**config.mk**
```make
export PLATFORM = sky130hd
export DESIGN_NAME = sse_cell
export DESIGN_NICKNAME = d
export VERILOG_FILES = /design/src/design/sse_pkg.sv /design/src/design/sse_cell.sv
export SDC_FILE = /design/constraint.sdc
export NUM_CORES = 1
export LEC_CHECK = 0
export ABC_CLOCK_PERIOD_IN_PS = 4200
export BUFFER_PORTS_ARGS = -buffer_cell sky130_fd_sc_hd__buf_4
export CAP_MARGIN = 10
export CORE_ASPECT_RATIO = 0.6
export CORE_UTILIZATION = 46
export DETAILED_ROUTE_END_ITERATION = 6
export GPL_ROUTABILITY_DRIVEN = 1
export PLACE_DENSITY_LB_ADDON = 0.12
export SKIP_CTS_REPAIR_TIMING = 1
export SLEW_MARGIN = 10
export SYNTH_ARGS = -nofsm -noshare
export SYNTH_HDL_FRONTEND = slang
export SYNTH_SLANG_ARGS = --single-unit
```
**constraint.sdc**
```tcl
create_clock -name clock -period 4.2 [get_ports clock]
set_input_delay 0.42 -clock clock [delete_from_list [all_inputs] [get_ports clock]]
set_output_delay 0.42 -clock clock [all_outputs]
set_load 0.005 [all_outputs]
```
**src/design/sse_pkg.sv**
```systemverilog
package sse_pkg;

   // Default sizing of the store
   localparam int CAPACITY_DEF = 1024;
   localparam int KEY_BITS_DEF = 16;

   // Fixed field widths of the channels
   localparam int OPCODE_BITS = 2;
   localparam int REQ_KEY_BITS = 16;
   localparam int OCC_BITS = 11;

   // Fan-in of each node of the match tree
   localparam int TREE_RADIX = 16;

   // Request opcodes
   localparam logic [OPCODE_BITS-1:0] OP_MEMBER = 2'd0;
   localparam logic [OPCODE_BITS-1:0] OP_INSERT = 2'd1;
   localparam logic [OPCODE_BITS-1:0] OP_DELETE = 2'd2;

   // Strobes broadcast from the sequencer to every cell of the chain
   typedef struct packed {
      logic compare;
      logic insert;
      logic remove;
   } sse_ctl_type;

   // Number of registered levels needed to reduce width bits at the given fan-in
   function automatic int tree_levels(input int width, input int radix);
      int span;
      int lv;
      span = 1;
      lv = 0;
      while (span < width) begin
         span = span * radix;
         lv++;
      end
      if (lv == 0) begin
         lv = 1;
      end
      return lv;
   endfunction

endpackage

```
**src/design/sse_cell.sv**
```systemverilog
module sse_cell
   import sse_pkg::*;
#(
   parameter int KEY_BITS = KEY_BITS_DEF,
   parameter int CNT_BITS = 11,
   parameter int CELL_INDEX = 0
) (
   input  logic                clock,
   input  sse_ctl_type         ctl,
   input  logic [KEY_BITS-1:0] probe_key,
   input  logic [CNT_BITS-1:0] fill,
   input  logic                left_lt,
   input  logic [KEY_BITS-1:0] left_key,
   input  logic [KEY_BITS-1:0] right_key,
   output logic [KEY_BITS-1:0] key_out,
   output logic                lt_out,
   output logic                eq_out
);

   logic [KEY_BITS-1:0] key_ff, key_in;
   logic                lt_ff, lt_in;
   logic                eq_ff, eq_in;
   logic                live;

   // A cell holds a key only while its place lies below the fill count
   assign live = fill > CNT_BITS'(CELL_INDEX);

   always_comb begin
      lt_in  = lt_ff;
      eq_in  = eq_ff;
      key_in = key_ff;
      if (ctl.compare) begin
         lt_in = live && (key_ff < probe_key);
         eq_in = live && (key_ff == probe_key);
      end
      // Cells below the probe hold; the rest open a gap or close one
      if (ctl.insert && !lt_ff) begin
         key_in = left_lt ? probe_key : left_key;
      end else if (ctl.remove && !lt_ff) begin
         key_in = right_key;
      end
   end

   always_ff @(posedge clock) begin
      key_ff <= key_in;
      lt_ff  <= lt_in;
      eq_ff  <= eq_in;
   end

   assign key_out = key_ff;
   assign lt_out  = lt_ff;
   assign eq_out  = eq_ff;

endmodule

```
After elaboration in Yosys (flattened, before gate mapping)

Cells that the tools add are included.

Magnitude comparators: 2
Equal/unequal tests: 1
Multiplexer cells: 3
Reduce and logical (&&, ||, !) cells: 6

Operator list:

| kind                                                                  | count |
|---|---|
| 16-bit 2-to-1 mux                                                     | 3 |
| 16-bit equality test                                                  | 1 |
| 16-bit < comparator                                                   | 1 |
| 11-bit by 1-bit > comparator with 1-bit output, second input constant | 1 |
| 1-bit logical AND                                                     | 4 |
| 2-bit nonzero test                                                    | 1 |
| 1-bit zero test                                                       | 1 |

Flip-flop bits (word level): 18
Input bits: 64
Output and inout bits: 18
Word-level logic and storage cells: 15

Depth between registers and ports, before layout

Depth in word-level cells: 4
Mapped depth: 6
Depth with buffers taken out: 6

Worst setup path after synthesis

Ideal clock, no wire load.

Kind: input to register
From: input port probe_key[15]
To: register lt_ff (netlist: lt_out) (data pin)
Library setup time: 0.170 ns
Data arrival time: 1.418 ns
Required time: 4.030 ns
Slack: 2.613 ns
Stages on the path: 6
Path buffers: 0
Cells stage by stage: inv_1 ha_1 and4_4 nand2_1 and3b_1 nor4_2

Cells in the longest elaborated chain, start to end: 2

RTL lines:

| item                   | RTL line       | RTL |
|---|---|---|
| start: declaration     | sse_cell.sv:10 | `input logic [KEY_BITS-1:0] probe_key,` |
| 16-bit < comparator    | sse_cell.sv:33 | `lt_in = live && (key_ff < probe_key);` |
| 1-bit logical AND      | sse_cell.sv:33 |  |
| end signal: assignment | sse_cell.sv:46 | `lt_ff <= lt_in;` |
| end: declaration       | sse_cell.sv:21 | `logic lt_ff, lt_in;` |

Every way passes these cells.
A chain may end at the register's enable or synchronous reset.

Final worst setup path

From: register lt_ff (netlist: lt_out)
To: register key_ff[10] (netlist: key_out[10]) (data pin)

Cells in the longest elaborated chain, start to end: 3

RTL lines:

| item                   | RTL line       | RTL |
|---|---|---|
| 1-bit zero test        | sse_cell.sv:37 | `if (ctl.insert && !lt_ff) begin` |
| 1-bit logical AND      | sse_cell.sv:37 |  |
| 16-bit 2-to-1 mux      | sse_cell.sv:37 |  |
| net key_in[10]         | sse_cell.sv:20 | `logic [KEY_BITS-1:0] key_ff, key_in;` |
| end signal: assignment | sse_cell.sv:45 | `key_ff <= key_in;` |
| end: declaration       | sse_cell.sv:20 |  |

The timed path passes the listed nets, and every way through them passes these cells.

==> out/metrics.csv <==
metric;value;unit
vias in the first global route;1371;
slew at the pin closest to its max-slew limit;1.022;ns
clock share of power;24.2;%
fmax;568.1;MHz
register bit count reported by yosys;18;
diodes inserted;0;
commonest non-fill, non-tap cells in the layout;82 x buf_4, 20 x nand2_1, 18 x edfxtp_1, 17 x o21ai_0;
global-route total usage across every layer;25.33;%
Synth Warn #;0;
unrepaired setup endpoints after global routing;no;
Post-DRT Antenna Nets;0;
share of final-layout standard cells stronger than drive strength 1;40.28;%
hold violation total from the final report;0;
R2R cell count;2;
average cell area after synthesis;9.769;um2
biggest fanout along the worst timing path;32;
Worst VDD drop;0.2109;mV
final worst path period need;1.760;ns
Setup crit start kind;flop;
level count of the clock H-tree;1;
end-of-flow core utilization;76.37;%
CP arrival;1.71;ns
per-cell via count in the routed design;5.198;
Final Power;0.5172;mW
half-perimeter wire length of the detailed placement result;2.850;mm
placeable core region;2610;um2
Setup violations, final;0;
crit end category;flop;
first-pass detailed-route iteration total;7;
standby leakage power;1.026;nW
Initial Util;50.53;%
setup slack on the worst flop-to-flop path;2.44;ns
hold path depth;1;
WL final;3.548;mm
clk sink count;18;
global-route wire length before repair;5.954;mm
Psw;0.1395;mW
TritonCTS clock tree;built;
PD cells;259.5;nW/um2
Worst Path Required;4.15;ns
latest clock arrival within the worst-skew pair;0.25;ns
relative area change from synthesis to final layout;51.14;%
CTS max path bufs;2;
area enclosed by the die boundary;3092;um2
routability-driven placement congestion ratio;0.7428;
Post-Synthesis Cells;135;
vias after detailed routing;1289;
synthesized net count;215;
clock-pin slew on the worst setup and hold paths;0.08;ns
residual DRC count;5;
final-report max-slew violation count;0;
max-slew headroom at the worst pin;31.84;%
buffer cell driving the clock tree root;clkbuf_8;
maximum number of pins on one net before global-route repair;33;
max-cap check violation count;0;
fraction of the cycle the final worst path needs;41.91;%
First DRT Iteration DRCs;55;
internal power consumption;0.3777;mW
die outline height;43.48;um
Clock Skew;0.007436;ns
mapped cell area;1319;um2
violated checks;design-rule violations;
result of the run;finished, violations left;
Total Nets Final;297;
input/output buffers;81;
number of rows created at floorplan;14;
initial antenna violation count;0;
combinational cell fraction of total power;31.0;%
I/O Pins;82;
GRT overflow;0;
switching part of the total power;26.97;%
total clock buffers created by CTS;3;
sequential area share after synthesis;40.99;%
setup TNS after final layout;0;ns
sequential power share;44.8;%
critical path class;reg -> reg;
Die Span X;71.13;um
average routed wire per standard cell;14.31;um
most common cell after layout, fill and taps aside;buf_4;
Hold Path Class;in -> reg;
number of library cell types mapped by synthesis;24;
==> power groups by stage <==
stage / Combinational [mW] / Clock (mW) / Sequential, mW
2_1_floorplan: 0.0691 / 0 / 0.235
3_3_place_gp: 0.153 / 0 / 0.235
3_5_place_dp: 0.161 / 0 / 0.235
4_1_cts: 0.162 / 0.127 / 0.231
5_1_grt: 0.180 / 0.134 / 0.234
6_report: 0.161 / 0.125 / 0.232
==> worst max-delay path, cell delays in order (launching register included) <==
cell and delay [ns]:
edfxtp_1 0.40, nand2b_1 0.81, o21ai_0 0.24
==> worst paths after layout <==
path / startpoint / endpoint
hold reg to reg: key_out[11] / lt_out
hold / removal: ctl[2] / lt_out
setup / recovery: lt_out / key_out[10]
setup reg to reg: lt_out / key_out[10]
==> cells by family after synthesis <==
family / share of synthesized area [%]
adder cells (fa/ha/maj): 15.18
AND/OR/NAND/NOR: 14.42
flip-flops: 40.99
multiplexers: 12.14
AO/OA/AOI/OAI: 10.72
buffers and inverters: 6.546
==> per-layer routing <==
metal  wire [um]  global-route usage (%)  share of wire (%)
met1        1519                   29.01                 43
met2        1716                   46.15                 48
met3         256                   8.140                7.2
met4          55                   8.000                1.6
met5           0                       0                  0
==> sequential cells by signal (all words and copies together) (netlist names) <==
register	cells
eq_out	1
lt_out	1
key_out	16
==> final cells by class <==
type / instances / area [um2]
Timing Repair Buffer: 82 / 615.6
Fill cell: 180 / 616.8
Multi-Input combinational cell: 96 / 691.9
Inverter: 16 / 60.06
Clock inverter: 1 / 3.754
Sequential cell: 18 / 540.5
Clock buffer: 3 / 41.29
Tap cell: 32 / 40.04
==> cells in the mapped netlist, drive strengths merged <==
cell type	number	area share, %
o2111ai	1	0.66
clkbuf	3	0.85
mux2i	16	12
and3	1	0.47
a21oi	8	3.0
inv	16	4.6
nor3b	1	0.57
o211ai	1	0.57
nand3	2	0.76
nand2	20	5.7
nand4	2	0.95
o21ai	17	6.5
nor2b	1	0.47
and4	2	1.5
and3b	1	0.66
ha	16	15
nand2b	1	0.47
nor2	2	0.57
nor3	1	0.38
nor4	3	1.9
buf	2	1.1
edfxtp	18	41
==> stage by stage <==
step	setup WS, ns	instance area, um2	hold WS (ns)	cells
finish	2.440	1993	0.3826	248
global route	2.237	1993	0.3731	248
CTS	2.442	1993	0.3838	248
detailed placement	2.379	1948	0.6522	244
global placement	2.484	1948	0.6407	244
floorplan	2.613	1319	0.5325	135
Note: power is estimated with default switching activity, not from simulation.
