**config.mk**
```make
export PLATFORM = sky130hd
export DESIGN_NAME = sse_or_tree
export DESIGN_NICKNAME = d
export VERILOG_FILES = /design/src/design/sse_pkg.sv /design/src/design/sse_or_tree.sv
export SDC_FILE = /design/constraint.sdc
export NUM_CORES = 1
export LEC_CHECK = 0
export BUFFER_PORTS_ARGS = -buffer_cell sky130_fd_sc_hd__buf_2
export CAP_MARGIN = 25
export CORE_AREA = 5 5 393 395
export DETAILED_ROUTE_END_ITERATION = 7
export DIE_AREA = 0 0 398 400
export GPL_ROUTABILITY_DRIVEN = 1
export PLACE_DENSITY = 0.31
export RECOVER_POWER = 25
export SYNTH_ARGS = -nofsm -noshare
export SYNTH_HDL_FRONTEND = slang
export SYNTH_SLANG_ARGS = --single-unit
```
**constraint.sdc**
```tcl
create_clock -name clock -period 2.4 [get_ports clock]
set_input_delay 0.6 -clock clock [delete_from_list [all_inputs] [get_ports clock]]
set_output_delay 0.6 -clock clock [all_outputs]
set_load 0.05 [all_outputs]
```
**src/design/sse_pkg.sv**
```systemverilog
package sse_pkg;

   // Default sizing of the store
   localparam int CAPACITY_DEF = 1024;
   localparam int KEY_BITS_DEF = 16;

   // Fixed field widths of the channels
   localparam int OPCODE_BITS = 2;
   localparam int REQ_KEY_BITS = 16;
   localparam int OCC_BITS = 11;

   // Fan-in of each node of the match tree
   localparam int TREE_RADIX = 16;

   // Request opcodes
   localparam logic [OPCODE_BITS-1:0] OP_MEMBER = 2'd0;
   localparam logic [OPCODE_BITS-1:0] OP_INSERT = 2'd1;
   localparam logic [OPCODE_BITS-1:0] OP_DELETE = 2'd2;

   // Strobes broadcast from the sequencer to every cell of the chain
   typedef struct packed {
      logic compare;
      logic insert;
      logic remove;
   } sse_ctl_type;

   // Number of registered levels needed to reduce width bits at the given fan-in
   function automatic int tree_levels(input int width, input int radix);
      int span;
      int lv;
      span = 1;
      lv = 0;
      while (span < width) begin
         span = span * radix;
         lv++;
      end
      if (lv == 0) begin
         lv = 1;
      end
      return lv;
   endfunction

endpackage

```
**src/design/sse_or_tree.sv**
```systemverilog
module sse_or_tree
   import sse_pkg::*;
#(
   parameter int WIDTH = CAPACITY_DEF,
   parameter int RADIX = TREE_RADIX
) (
   input  logic             clock,
   input  logic [WIDTH-1:0] bits,
   output logic             any
);

   localparam int LEVELS = tree_levels(WIDTH, RADIX);
   localparam int SPAN = RADIX ** LEVELS;
   localparam int NODES = SPAN / RADIX;

   logic [SPAN-1:0]  leaf;
   logic [NODES-1:0] node_ff [LEVELS];

   assign leaf = SPAN'(bits);

   for (genvar l = 0; l < LEVELS; l++) begin : g_level
      for (genvar j = 0; j < NODES; j++) begin : g_node
         if (l == 0) begin : g_first
            always_ff @(posedge clock) begin
               node_ff[l][j] <= |leaf[j*RADIX +: RADIX];
            end
         end else if (j * RADIX + RADIX <= NODES) begin : g_inner
            always_ff @(posedge clock) begin
               node_ff[l][j] <= |node_ff[l-1][j*RADIX +: RADIX];
            end
         end else begin : g_pad
            always_ff @(posedge clock) begin
               node_ff[l][j] <= 1'b0;
            end
         end
      end
   end

   assign any = node_ff[LEVELS-1][0];

endmodule

```
### Word level (Yosys, flattened, before mapping)

Memory sizes are Yosys's and may differ from the RTL's.
Index checks and enable logic that the tools add are counted.

| storage, ports and cells | value |
|---|---|
| memory bits (writable) | 192 |
| logic and storage cells | 97 |
| input bits | 1025 |
| register bits | 0 |
| bits in latches | 0 |
| memories kept | 1 |
| output and inout bits | 1 |
| ROM bits | 0 |

| operators by class | value |
|---|---|
| $add $sub $neg | 0 |
| shift-type cells | 0 |
| div/mod/pow operators | 0 |
| multipliers | 0 |
| reduce and logical (&&, ||, !) cells | 96 |
| magnitude comparators | 0 |
| bitwise operators | 0 |
| multiplexer cells | 0 |
| eq/ne operators | 0 |

Memory list:

| memory | depth | width | read ports | clocked after memory_dff | wr ports | line | text |
|---|---|---|---|---|---|---|---|
| node_ff | 3 | 64 | 3 | 0 | 3 | sse_or_tree.sv:17 | `logic [NODES-1:0] node_ff [LEVELS];` |

Operators with widths:

| cell | count |
|---|---|
| 16-bit OR reduction | 72 |
| 16-bit OR reduction, first input constant | 24 |

### Logic depth before layout (Yosys ltp)

Gate-level depths: netlist of run 1.
An unclocked memory read counts as a cell.

| depth | value |
|---|---|
| word-level depth | 2 |
| mapped depth | 2 |
| depth with buffers taken out | 2 |

### Worst setup path after synthesis of run 1

Ideal clock, no wire load.

| path | value |
|---|---|
| path kind | reg-to-output |
| start point | memory node_ff[2][0] in the netlist's numbering |
| end point | output any |
| data required time | 1.800 ns |
| cell stages (with the launch flop) | 1 |
| buffers on the path | 0 |
| data arrival time | 0.587 ns |
| setup slack | 1.213 ns |
| cells stage by stage | dfxtp_1 |

RTL lines:

| what | line | text |
|---|---|---|
| start, declared | sse_or_tree.sv:17 |  |
| end, declared | sse_or_tree.sv:9 | `output logic any` |

==> results of run 1 <==
## synth_stat cells
master / instances
nor4_1: 272
dfxtp_1: 69
nand4_1: 68
or4_1: 1
## layer usage
layer	routed length (um)	part of all wire	GRT usage
met5	129	0.0021	0
met3	6050	0.096	0.0262
met1	21500	0.34	0.0754
met2	32600	0.52	0.131
met4	2400	0.038	0.0320
## kinds of logic after synthesis
logic type       Yosys count  synth area share
flip-flops                69             0.393
AND/OR/NAND/NOR          341             0.607
## worst paths after layout
| path | from | end | slack, ps | depth (start not counted) |
|---|---|---|---|---|
| max | node_ff[2][0] | any | 790 | 1 |
| min | bits[494] | node_ff[0][30] | 370 | 3 |
| max reg2reg | node_ff[0][33] | node_ff[1][2] | 1060 | 2 |
| min reg2reg | node_ff[0][12] | node_ff[1][0] | 480 | 2 |
## cell type report
class | count | area [um2] | share of cell area
multi-input cells | 341 | 2170 | 0.186
clock buffers | 10 | 229 | 0.0196
repair buffers | 1045 | 5280 | 0.451
flip-flops and latches | 69 | 1380 | 0.118
clock inverters | 6 | 70.1 | 0.00599
well taps | 2030 | 2540 | 0.217
diodes | 11 | 27.5 | 0.00235
## power groups by stage
stage	Combinational (mW)	Sequential, mW	Clock (mW)
after floorplan	0.0780	1.17	0
after global placement	1.07	1.17	0
after detailed placement	1.07	1.17	0
after CTS	1.07	1.14	1.87
after global routing	1.15	1.14	1.85
final	1.07	1.14	1.62
==> results.json, run 1 <==
{
  "drv_slew": 0,
  "netlist_area_um2": 3520,
  "wl_per_cell_um": 17.9,
  "place_inst": 3485,
  "cts_tree": "yes",
  "htreeDepth": 3,
  "dp_slack_ps": 386,
  "power_switching_mw": 1.24,
  "die_area_um2": 159000,
  "portBuffers": 1025,
  "status": "finished clean",
  "yosys-top-cells-area": "nor4_1, dfxtp_1, nand4_1",
  "final_common_cell": "buf_2",
  "rsz0062_at_grt": "false",
  "fp.dieH_um": 400,
  "cts-root-buf": "clkbuf_16",
  "p_sw_frac": 0.324,
  "cts_inserted_buffers": 9,
  "arrival_ps": 1010,
  "synth_top_area_share": 0.484,
  "finalHoldViolCount": 0,
  "top_register": "node_ff",
  "p_total_mw": 3.84,
  "path_buf_inv": 1,
  "maxCapViolations": 0,
  "drive_gt1_frac": 0.722,
  "p_per_area_nw_per_um2": 329,
  "power.static_leakage_nw": 4.95,
  "nNetsFinal": 2491,
  "drt_iter0_drc": 377,
  "cp_top_family": "flip-flops",
  "grt_pass1_vias": 9016,
  "critPathSlowestCell": "dfxtp_1",
  "reg_top3": "node_ff (69)",
  "worstMarginPinSlew_ps": 828,
  "clkLatencyLatePin_ps": 420,
  "cp-start-kind": "flop",
  "dp_hpwl_mm": 57.2,
  "post-route-period-util": 0.672,
  "crit_path_max_fanout": 1,
  "drc": 0,
  "core_area_um2": 151000,
  "io_pins": 1026,
  "end_kind": "primary output",
  "setup-tns-final_ps": 0,
  "max-slew-margin-rel": 0.443,
  "ys_seq_area_frac": 0.393,
  "firstDrtPassIters": 5,
  "num_vias": 8566,
  "postLayoutCoreUtil": 0.0775,
  "clk_path_buf_depth": 2,
  "rows": 143,
  "final_cells": 3512,
  "hold_slack_ps": 374,
  "peakVddDrop_mv": 0.421,
  "start_util": 0.0233,
  "cp_cell_sequence": "buf_2",
  "antenna_left": 0,
  "grt_max_degree": 14,
  "combPwrFrac": 0.280,
  "syn_inst": 410,
  "required_ps": 1800,
  "overflow": 0,
  "ctsResizeCount": 0,
  "layout_common_cells": "buf_2, nor4_1, dfxtp_1, nand4_1, buf_4",
  "hold_path_class": "in -> reg",
  "synth.avg_cell_area_um2": 8.58,
  "clkSinkCount": 69,
  "die_w_um": 398,
  "final.fill_count": 17900,
  "setup_viol": 0,
  "clk_pin_slew_ps": 80,
  "fin_area_um2": 11700,
  "syn2layout_area_growth_pct": 233,
  "postCtsSetupRepairBufs": 0,
  "skew_ps": 10.9,
  "finalCriticalPeriod_ps": 1610,
  "grt.total_usage": 0.0724,
  "clock_power_share": 0.423,
  "fin_ws_ps": 788,
  "synth-seq-cells": 69,
  "ys_types": 4,
  "grt_pass1_wl_mm": 75.2,
  "viasPerCell": 2.44,
  "worstSetupPathType": "reg -> out",
  "placed_area_um2": 11400,
  "yosysWarnings": 0,
  "p_seq_frac": 0.298,
  "wl_mm": 62.7,
  "largest_register_ff_count": 69,
  "holdBufCountCts": 0,
  "internal_power_mw": 2.60,
  "yosysTopAreaCell": "nor4_1",
  "antenna_found_initial": 36,
  "routabilityCongestion": 0.967,
  "fmax_mhz": 620,
  "syn_nets": 1435,
  "cpPeakStageDelay_ps": 320
}
No activity file was read; power rests on OpenSTA's default activity.
==> run 2, diff against run 1 <==
- ABC_AREA: unset -> 1
- CORE_AREA: 5 5 393 395 -> 5 5 394 396
- DIE_AREA: 0 0 398 400 -> 0 0 399 401
- PLACE_DENSITY: 0.31 -> 0.32
- clock period: 2.4 -> 1.4 ns (I/O delays scaled with it)
==> run 2 against run 1 <==
Compared with the run above: sequential share of layout area fell by 1.5 points; core utilization rose by 1.1 points; die area rose by 0.50%; largest cell class unchanged; setup slack got worse by 670 ps; power rose by 85%.
==> results.json, run 2 <==
{
  "syn_inst": 1092,
  "portBuffers": 1025,
  "maxCapViolations": 0,
  "clkLatencyLatePin_ps": 410,
  "synth-edff-count": 0,
  "finalCriticalPeriod_ps": 1280,
  "postLayoutCoreUtil": 0.0883,
  "yosysTopAreaCell": "nor2_1",
  "cpPeakStageDelay_ps": 330,
  "postCtsSetupRepairBufs": 0,
  "multi_input_area_um2": 3840,
  "layout_common_cells": "buf_2, nor2_1, nand2_1, dfxtp_1, buf_4",
  "drc": 0,
  "crit_path_max_fanout": 1,
  "ys_types": 3,
  "worstMarginPinSlew_ps": 358,
  "drv_slew": 0,
  "firstDrtPassIters": 5,
  "routabilityCongestion": 0.916,
  "grt.total_usage": 0.0645,
  "top_register": "node_ff",
  "antenna_found_initial": 11,
  "clk_path_buf_depth": 2,
  "overflow": 0,
  "cp_top_family": "flip-flops",
  "grt_pass1_wl_mm": 71.3,
  "dp_hpwl_mm": 51.4,
  "arrival_ps": 930,
  "yosysMostFrequentCell": "nor2_1",
  "regArea_um2": 1380,
  "power.static_leakage_nw": 6.08,
  "setup_viol": 0,
  "die_area_um2": 160000,
  "cts_tree": "yes",
  "reg_top3": "node_ff (69)",
  "antenna_left": 0,
  "required_ps": 1050,
  "nNetsFinal": 3165,
  "fmax_mhz": 779,
  "status": "finished clean",
  "rows": 143,
  "io_pins": 1026,
  "num_vias": 10200,
  "final_common_cell": "buf_2",
  "netlist_area_um2": 5220,
  "path_buf_inv": 1,
  "syn_nets": 2117,
  "synth_top_area_share": 0.490,
  "place_inst": 4159,
  "async_flop_share": 0,
  "synth_commonest_cells": "nor2_1, nand2_1, dfxtp_1",
  "cp_cell_sequence": "buf_6",
  "viasPerCell": 2.45,
  "hold_path_class": "in -> reg",
  "grt_pass1_vias": 10400,
  "synth.avg_cell_area_um2": 4.78,
  "rsz0062_at_grt": "false",
  "drt_iter0_drc": 498,
  "grt_max_degree": 13,
  "cp-start-kind": "flop",
  "final.fill_count": 18100,
  "skew_ps": 21.6,
  "worstSetupPathType": "reg -> out",
  "synth-seq-cells": 69,
  "fp.dieH_um": 401,
  "htreeDepth": 3,
  "yosysWarnings": 0,
  "wl_per_cell_um": 13.3,
  "die_w_um": 399,
  "core_area_um2": 151000,
  "wl_mm": 55.7,
  "critPathSlowestCell": "dfxtp_1",
  "final_cells": 4176,
  "syn2layout_area_growth_pct": 156,
  "clkSinkCount": 69,
  "peakVddDrop_mv": 0.594,
  "holdBufCountCts": 0,
  "yosys-top-cells-area": "nor2_1, dfxtp_1, nand2_1",
  "clk_pin_slew_ps": 90,
  "cts-root-buf": "clkbuf_16",
  "synth_ff_type": "dfxtp_1",
  "ys_seq_area_frac": 0.265,
  "p_total_mw": 7.11,
  "largest_register_ff_count": 69,
  "p_per_area_nw_per_um2": 532,
  "drive_gt1_frac": 0.487,
  "finalHoldViolCount": 0,
  "end_kind": "primary output",
  "start_util": 0.0345,
  "post-route-period-util": 0.917,
  "setup-tns-final_ps": 0,
  "max-slew-margin-rel": 0.760,
  "cts_inserted_buffers": 9
}
[run 2: cell count changes in the layout (fill, tap and decap cells not counted), moves of 3 or more]
cell / previous run / this run
clkbuf_1: 5 / 9
clkinvlp_4: 3 / 0
nand4_1: 68 / 0
buf_2: 1021 / 1016
nor2_1: 0 / 682
buf_4: 20 / 10
nor4_1: 266 / 0
nor4_2: 6 / 0
nand2_1: 0 / 341
diode_2: 11 / 1
[run 2: final timing paths]
check / from / end / slack (ps) / depth (start not counted)
min: bits[928] / node_ff[0][58] / 200 / 5
min reg2reg: node_ff[1][0] / node_ff[2][0] / 450 / 2
max reg2reg: node_ff[0][10] / node_ff[1][0] / 280 / 4
max: node_ff[2][0] / any / 120 / 1
[run 2: timing repair]
action                                  4_1_cts  5_1_grt
endpoints found under the setup margin        1        0
resized for setup                             2        0
endpoints found under the hold margin         0        0
[run 2: area by class of cell]
class,instances,share of cell area
Clock inverter,5,0.00806
Clock buffer,11,0.0182
Sequential cell,69,0.103
Antenna cell,1,0.000187
Multi-Input combinational cell,1023,0.288
Timing Repair Buffer,1037,0.392
Tap cell,2030,0.190
[run 2: per-stage QoR]
stage                     cell area [um2]  hold slack (ps)  setup WS, ps
after floorplan                      5220              382           463
after global placement              13000              482           104
after detailed placement            13000              486           105
after CTS                           13400              108          4.09
after global routing                13400              152          15.2
final                               13400              201           116
[run 2: power breakdown]
group / switching [mW] / internal (mW)
registers: 0.0000215 / 1.96
logic: 0.855 / 1.21
clock network: 1.28 / 1.80
total: 2.14 / 4.97
[run 2: logic make-up after synthesis]
kind of cell,count (synthesis),synth area share
simple gates,1023,0.735
flops,69,0.265
[run 2: layer usage]
metal / vias to the layer above / GRT usage / share of wire
met2: 519 / 0.124 / 0.54
met3: 51 / 0.0120 / 0.069
met1: 4267 / 0.0691 / 0.37
li1: 5380 / - / -
met5: - / 0 / 0
met4: 0 / 0.0232 / 0.027
==> run 3, diff against run 2 <==
- PLACE_DENSITY: 0.32 -> unset
- PLACE_DENSITY_LB_ADDON: unset -> 0.08
==> run 3 against run 2 <==
Compared with the run above: sequential cell count unchanged; cell count grew 0.29%; sequential power about the same; combinational power hardly changed; critical path depth stayed put.
==> results.json, run 3 (synthesized netlist as in run 2, its figures left out) <==
{
  "clkSinkCount": 69,
  "required_ps": 1050,
  "cts-root-buf": "clkbuf_16",
  "arrival_ps": 910,
  "htreeDepth": 3,
  "die_area_um2": 160000,
  "clkLatencyLatePin_ps": 420,
  "max-slew-margin-rel": 0.580,
  "top_register": "node_ff",
  "setup-tns-final_ps": 0,
  "layout_common_cells": "buf_2, nor2_1, nand2_1, dfxtp_1, buf_4",
  "post-route-period-util": 0.900,
  "clk_pin_slew_ps": 80,
  "core_area_um2": 151000,
  "crit_path_max_fanout": 1,
  "peakVddDrop_mv": 0.633,
  "rows": 143,
  "finalHoldViolCount": 0,
  "end_kind": "primary output",
  "maxCapViolations": 0,
  "hold_path_class": "in -> reg",
  "postCtsSetupRepairBufs": 0,
  "fmax_mhz": 794,
  "grt_max_degree": 12,
  "portBuffers": 1025,
  "firstDrtPassIters": 4,
  "wl_mm": 65.0,
  "p_per_area_nw_per_um2": 517,
  "grt_pass1_wl_mm": 83.1,
  "drt_iter0_drc": 322,
  "skew_ps": 10.4,
  "nNetsFinal": 3171,
  "cp_cell_sequence": "buf_6",
  "worstSetupPathType": "reg -> out",
  "drc": 0,
  "ctsResizeCount": 2,
  "die_w_um": 399,
  "fp.dieH_um": 401,
  "clk_path_buf_depth": 2,
  "final_cells": 4188,
  "setup_viol": 0,
  "num_vias": 9943,
  "overflow": 0,
  "cpPeakStageDelay_ps": 320,
  "final_common_cell": "buf_2",
  "reg_top3": "node_ff (69)",
  "rsz0062_at_grt": "false",
  "syn2layout_area_growth_pct": 156,
  "drive_gt1_frac": 0.490,
  "cts_inserted_buffers": 9,
  "place_inst": 4165,
  "cp_top_family": "flip-flops",
  "routabilityCongestion": 0.782,
  "grt.total_usage": 0.0772,
  "worstMarginPinSlew_ps": 628,
  "antenna_left": 0,
  "cp-start-kind": "flop",
  "grt_pass1_vias": 11000,
  "critPathSlowestCell": "dfxtp_1",
  "start_util": 0.0345,
  "status": "finished clean",
  "wl_per_cell_um": 15.5,
  "holdBufCountCts": 0,
  "cts_tree": "yes",
  "power.static_leakage_nw": 6.11,
  "dp_hpwl_mm": 61.2,
  "path_buf_inv": 1,
  "antenna_found_initial": 12,
  "io_pins": 1026,
  "drv_slew": 0,
  "viasPerCell": 2.37,
  "finalCriticalPeriod_ps": 1260,
  "largest_register_ff_count": 69
}
## run 3: power by group
part | total (mW) | switching [mW] | internal, mW
clock network | 2.90 | 1.25 | 1.65
logic | 2.05 | 0.840 | 1.21
registers | 1.96 | 0.0000193 | 1.96
## run 3: metrics by stage
step           utilization  cell area [um2]  worst slack [ps]  power (mW)  hold slack (ps)
2_1_floorplan            -             5220               463        2.42              382
3_3_place_gp        0.0862            13000             0.219        4.11              425
3_5_place_dp        0.0862            13000              20.9        4.10              420
4_1_cts             0.0884            13400              28.9        7.38              103
5_1_grt             0.0884            13400              52.7        7.58              156
6_report            0.0885            13400               140        6.92              185
## run 3: path summary, 6_finish.rpt
| check | startpoint | end | slack (ps) | depth (start not counted) |
|---|---|---|---|---|
| min reg2reg | node_ff[1][3] | node_ff[2][0] | 430 | 2 |
| min | bits[564] | node_ff[0][35] | 190 | 5 |
| max reg2reg | node_ff[0][14] | node_ff[1][0] | 380 | 4 |
| max | node_ff[2][0] | any | 140 | 1 |
## run 3: final cells by class
class,instances,area [um2]
Tap cell,2030,2540
Antenna cell,7,17.5
Sequential cell,69,1380
Clock inverter,4,70.1
Clock buffer,12,256
Multi-Input combinational cell,1023,3840
Fill cell,18200,138000
Timing Repair Buffer,1043,5270
## run 3: worst reg2reg max path: stages (launching register included)
cell     delay [ps]
dfxtp_1         330
nor2_1          270
nand2_1         130
nor2_1          130
nand2_1          60
## run 3: routing by layer
| layer | up-vias | global-route usage | part of all wire | wire (um) |
|---|---|---|---|---|
| met4 | 4 | 0.0219 | 0.012 | 810 |
| met5 | - | 0 | 0.00051 | 33 |
| met1 | 4064 | 0.0775 | 0.36 | 23200 |
| met3 | 26 | 0.0206 | 0.077 | 5010 |
| li1 | 5401 | - | - | - |
| met2 | 448 | 0.153 | 0.55 | 36000 |
